`src/design/hsl2rgb_pkg.sv`:
```
// Package for the HSL to RGB converter: widths, constants, payload types, rounding divide.
package hsl2rgb_pkg;

	localparam int unsigned FRAC_BITS = 12;
	localparam int unsigned THETA_W = FRAC_BITS + 9;
	localparam logic [FRAC_BITS-1:0] ONE = {FRAC_BITS{1'b1}};
	localparam logic [THETA_W-1:0] TURN = THETA_W'(360) << FRAC_BITS;

	localparam int unsigned LUMA_SHIFT = 16;
	localparam logic [LUMA_SHIFT-1:0] LUMA_WT [0:2] = '{16'd13933, 16'd46871, 16'd4732};

	typedef struct packed {
		logic [FRAC_BITS-1:0] hue;
		logic [FRAC_BITS-1:0] saturation;
		logic [FRAC_BITS-1:0] lightness;
	} hsl_t;

	typedef struct packed {
		logic [FRAC_BITS-1:0] red;
		logic [FRAC_BITS-1:0] green;
		logic [FRAC_BITS-1:0] blue;
	} rgb_t;

	// round(p / ONE), ties up, for p <= ONE * ONE
	function automatic logic [FRAC_BITS-1:0] div_one_round(input logic [2*FRAC_BITS-1:0] p);
		logic [2*FRAC_BITS:0] xh;
		logic [2*FRAC_BITS:0] est;
		logic [2*FRAC_BITS:0] rem;
		logic [FRAC_BITS:0] q;
		xh = (2*FRAC_BITS+1)'(p) + (2*FRAC_BITS+1)'((ONE - 1'b1) >> 1);
		est = xh + (xh >> FRAC_BITS);
		q = est[FRAC_BITS +: FRAC_BITS+1];
		rem = xh - (((2*FRAC_BITS+1)'(q) << FRAC_BITS) - (2*FRAC_BITS+1)'(q));
		if (rem >= (2*FRAC_BITS+1)'(ONE)) begin
			q = q + 1'b1;
		end
		return q[FRAC_BITS-1:0];
	endfunction

endpackage

```
`src/design/hsl2rgb_hue_weight.sv`:
```
// Per-channel hue weight pipeline: angular distance, ramp, rounded divide by the ramp span.
module hsl2rgb_hue_weight #(
	parameter int unsigned CHAN_DEG = 0
) (
	input  logic                                 clk,
	input  logic [hsl2rgb_pkg::THETA_W-1:0]      theta,
	output logic [hsl2rgb_pkg::FRAC_BITS-1:0]    weight
);

	localparam int unsigned F = hsl2rgb_pkg::FRAC_BITS;
	localparam int unsigned TW = hsl2rgb_pkg::THETA_W;
	localparam logic [TW-1:0] TURN = hsl2rgb_pkg::TURN;
	localparam logic [TW-1:0] HALF_TURN = TURN >> 1;
	localparam logic [TW-1:0] CHAN = TW'(CHAN_DEG) << F;
	localparam logic [TW-1:0] WRAP = TURN - CHAN;
	localparam logic [TW-1:0] LIM = TW'(120) << F;
	localparam logic [TW-1:0] SPAN = TW'(60) << F;
	localparam int unsigned NUM_W = F + 6;
	localparam int unsigned PW = 2 * F + 8;
	localparam int unsigned XW = F + 5;
	// twice the span is 15 * 2^(F+3): shift, then divide by 15 via reciprocal
	localparam int unsigned DIV_ODD = 15;
	localparam int unsigned DIV_S = XW + 4;
	localparam int unsigned MW = DIV_S - 3;
	localparam logic [MW-1:0] RECIP = MW'((2 ** DIV_S) / DIV_ODD);
	localparam int unsigned QW = XW - 3;

	logic [TW-1:0] dist_raw;
	logic [TW-1:0] ang_dist;
	logic [TW-1:0] num_full;
	logic          zero_c;
	logic          full_c;
	logic [PW-1:0] ramp_prod;
	logic [XW+MW-1:0] recip_prod;
	logic [XW-1:0] rem;
	logic [QW-1:0] quo;

	logic [NUM_W-1:0] num_s2;
	logic             zero_s2, full_s2;
	logic [XW-1:0]    x_s3;
	logic             zero_s3, full_s3;
	logic [XW-1:0]    x_s4;
	logic [QW-1:0]    q_s4;
	logic             zero_s4, full_s4;

	always_comb begin
		dist_raw = (theta >= CHAN) ? (theta - CHAN) : (theta + WRAP);
		ang_dist = (dist_raw > HALF_TURN) ? (TURN - dist_raw) : dist_raw;
		zero_c = (ang_dist >= LIM);
		num_full = LIM - ang_dist;
		full_c = !zero_c && (num_full >= SPAN);
	end

	assign ramp_prod = PW'(num_s2) * PW'({hsl2rgb_pkg::ONE, 1'b0}) + PW'(SPAN);
	assign recip_prod = (XW+MW)'(x_s3) * (XW+MW)'(RECIP);
	assign rem = x_s4 - ((XW'(q_s4) << 4) - XW'(q_s4));
	assign quo = (rem >= XW'(DIV_ODD)) ? (q_s4 + 1'b1) : q_s4;

	always_ff @(posedge clk) begin
		num_s2 <= num_full[NUM_W-1:0];
		zero_s2 <= zero_c;
		full_s2 <= full_c;

		x_s3 <= ramp_prod[F+3 +: XW];
		zero_s3 <= zero_s2;
		full_s3 <= full_s2;

		x_s4 <= x_s3;
		q_s4 <= recip_prod[DIV_S +: QW];
		zero_s4 <= zero_s3;
		full_s4 <= full_s3;

		if (full_s4) begin
			weight <= hsl2rgb_pkg::ONE;
		end else if (zero_s4) begin
			weight <= '0;
		end else begin
			weight <= quo[F-1:0];
		end
	end

endmodule

```
`config.mk`:
```
export PLATFORM = sky130hd
export DESIGN_NAME = hsl2rgb_hue_weight
export DESIGN_NICKNAME = d
export VERILOG_FILES = /design/src/design/hsl2rgb_pkg.sv /design/src/design/hsl2rgb_hue_weight.sv
export SDC_FILE = /design/constraint.sdc
export NUM_CORES = 1
export LEC_CHECK = 0
export ABC_CLOCK_PERIOD_IN_PS = 18200
export BUFFER_PORTS_ARGS = -buffer_cell sky130_fd_sc_hd__buf_2
export CAP_MARGIN = 20
export CORE_MARGIN = 8
export CORE_UTILIZATION = 62
export DETAILED_ROUTE_END_ITERATION = 12
export PLACE_DENSITY = 0.87
export SYNTH_ARGS = -nofsm -noshare
export SYNTH_HDL_FRONTEND = slang
export SYNTH_SLANG_ARGS = --single-unit
```
`constraint.sdc`:
```
create_clock -name clk -period 18.2 [get_ports clk]
set_clock_uncertainty 0.15 [all_clocks]
set_input_delay 1.82 -clock clk [delete_from_list [all_inputs] [get_ports clk]]
set_output_delay 1.82 -clock clk [all_outputs]
set_load 0.02 [all_outputs]
```
==> impl_metrics.tcl <==
set metrics [dict create \
    reg2reg_to "x_s3[15]" \
    h-tree-depth 3 \
    cts_tree "yes" \
    rsz0062_at_grt "false" \
    synth-edff-count 0 \
    route.detailed.drc 0 \
    gp_congestion 0.897 \
    slew_viol_final 0 \
    insertion_delay_ps 350 \
    worstPathArrival_ps 6920 \
    crit_fanout 5 \
    setup_viol 0 \
    crit_type "register to register" \
    synth_fa_ha_area_share_pct 43.6 \
    yosysTopAreaCell "fa_1" \
    clk_root_buffer_cell "clkbuf_16" \
    nets 1598 \
    vias 8449 \
    path_common_cell "inv_1" \
    grt_pass1_wl_mm 40.6 \
    io_buffers 33 \
    cap_violations 0 \
    drive_above_1_share_pct 6.70 \
    yosys.area_share.simple_pct 11.6 \
    synth_top_area_share_pct 24.1 \
    rows 49 \
    met3_usage_pct 2.63 \
    max_freq_mhz 147 \
    worstPathCellList "inv_1 -> fa_1 -> fa_1 -> inv_1 -> ha_1 -> fa_1 -> inv_1 -> fa_1 -> inv_1 -> ha_1 -> a21o_1 -> a21o_1 -> a2111o_1 -> and3_2 -> nor2_1 -> xor2_1 -> ha_1 -> inv_1 -> o41ai_2 -> and4bb_4 -> nand3_4 -> mux2_2 -> nor3_2 -> xor2_1" \
    required_ps 18330 \
    grt_overflow 0 \
    ff2ff_path_depth 24 \
    whs_endpoint "zero_s4" \
    hold_path_class "register to register" \
    grt_usage_pct 22.2 \
    r2r_slack_ps 11410 \
    synthToLayoutAreaGrowth_pct 6.56 \
    synth_compound_area_share_pct 12.2 \
    antenna_found_initial 0 \
    mappedNetlistArea_um2 11300 \
    synth.mux.area_fraction_pct 0.576 \
    synth_top_family_by_area "adder cells" \
    slowest_delay_ps 580 \
    first_pass_iters 5 \
    cts-hold-fix-buffers 0 \
    synth_xor_area_share_pct 7.29 \
    numCtsBuffers 9 \
    netlist_top_cells_area "fa_1, ha_1, dfxtp_1" \
    slowest_stage "fa_1" \
    cts.repair.resized 0 \
    mostFrequentLayoutCell "inv_1" \
    slew_headroom_pct 49.3 \
    crit_path_end_kind "register" \
    grt_max_degree 18 \
    top_usage_layer "met2" \
    synth_fp_nets 1565 \
    synth.distinct_cells 82 \
    ys_seq_elements 84 \
    min_period_over_period_pct 37.3 \
    coreArea_um2 17900 \
    fp.dieW_um 151 \
    setup_tns_ps 0 \
    fin_crit_ps 6790 \
    synthArstFlopShare_pct 0 \
    routed_via_density 5.64 \
    ys_warn_count 0 \
    synth_top_flop_cell "dfxtp_1" \
    clock-sinks 84 \
    dieArea_um2 22800 \
    met2_usage_pct 42.9 \
    antenna-diode-count 0 \
    worst_pin_slew_ps 751 \
    r2r-start "num_s2[4]" \
    drtIter0Drc 492 \
    cts_buffer_depth 2 \
    seq_area_frac_synth_pct 14.9 \
    min_from "zero_s3" \
    grt_pass1_vias 9192 \
    hold_depth 0 \
    grt_use_met1_pct 24.0 \
    wl_mm 23.7 \
    postSynthCellCount 1231 \
    status "completed" \
    syn_avg_cell_area_um2 9.17 \
    hold_viol_final 0 \
    path_clk_slew_ps 70 \
    start_kind "register" \
    hpwl_mm 20.2 \
    initial_core_util_pct 63.1 \
    postCtsSetupRepairBufs 0 \
    wl_per_cell_um 15.8 \
    io_pins 34 \
    die_h_um 151 \
    layout_common_cells "inv_1, ha_1, fa_1, dfxtp_1, xnor2_1" \
    postRouteAntennaNets 0 \
]
[worst max-delay path by stage]
stage | startpoint | end | slack (ps)
2_1_floorplan | num_s2[7] | x_s3[15] | 11830
3_3_place_gp | num_s2[7] | x_s3[15] | 11600
3_5_place_dp | num_s2[7] | x_s3[15] | 11400
4_1_cts | num_s2[7] | x_s3[15] | 11390
5_1_grt | num_s2[8] | x_s3[15] | 10960
6_report | num_s2[4] | x_s3[15] | 11410
[synth_stat cells (all sizes together), types with 5 or more instances]
| master | instances |
|---|---|
| inv | 276 |
| ha | 176 |
| fa | 136 |
| dfxtp | 84 |
| xnor2 | 64 |
| nor2 | 55 |
| a21oi | 51 |
| nand2 | 47 |
| o21ai | 38 |
| nand3 | 31 |
| xor2 | 30 |
| nor3 | 27 |
| a21o | 18 |
| nor2b | 14 |
| nand2b | 13 |
| o21bai | 12 |
| o21a | 11 |
| and3 | 9 |
| nand4 | 8 |
| or3 | 8 |
| buf | 7 |
| a211o | 6 |
| a211oi | 6 |
| clkbuf | 6 |
| o211ai | 6 |
| a22oi | 5 |
| o2111ai | 5 |
| o31ai | 5 |
| or2 | 5 |
[critical path, delay by kind of cell, from the launching register on]
| kind | cells | cell delay (ps) |
|---|---|---|
| adders and majority gates | 7 | 3080 |
| buffers and inverters | 5 | 310 |
| DFF | 1 | 310 |
| AOI/OAI and AO/OA | 4 | 1210 |
| and+or+nand+nor | 5 | 990 |
| xor gates and xnor gates | 2 | 310 |
| muxes | 1 | 350 |
[sequential cells by signal (all words and copies together) (netlist names), 12 cells and up]
| name | count |
|---|---|
| x_s4 | 17 |
| weight | 12 |
| x_s3 | 17 |
| q_s4 | 14 |
| num_s2 | 18 |
[cells by family after synthesis]
logic type / Yosys count
flops: 84
buf+inv: 290
simple gates: 245
mux: 6
fa+ha+maj: 312
xor+xnor: 94
compound gates: 200
[stage by stage]
stage               instances  util [%]  area [um2]  setup slack, ps  hold WS, ps
floorplan                1231         -       11300            11830          160
global placement         1481      65.3       11700            11600          163
detailed placement       1481      65.3       11700            11400          165
CTS                      1497      67.2       12000            11390          182
global route             1498      67.2       12000            10960          191
finish                   1498      67.2       12000            11410          182
[area by class of cell]
class | instances | area, um2
repair buffers | 35 | 180
fillers | 1359 | 5870
clock inverters | 6 | 97.6
clock buffers | 10 | 239
inverters | 277 | 1040
well taps | 229 | 287
multi-input cells | 857 | 8510
flip-flops and latches | 84 | 1680
[metal layers]
| metal | part of all wire, % | up-vias |
|---|---|---|
| met5 | 0 | - |
| met2 | 54 | 205 |
| met3 | 3.2 | 59 |
| met1 | 40 | 4069 |
| met4 | 3.0 | 0 |
| li1 | - | 4116 |
Power is not shown: default switching activity piles up to over one toggle a cycle in this logic, so the estimate is an artifact.
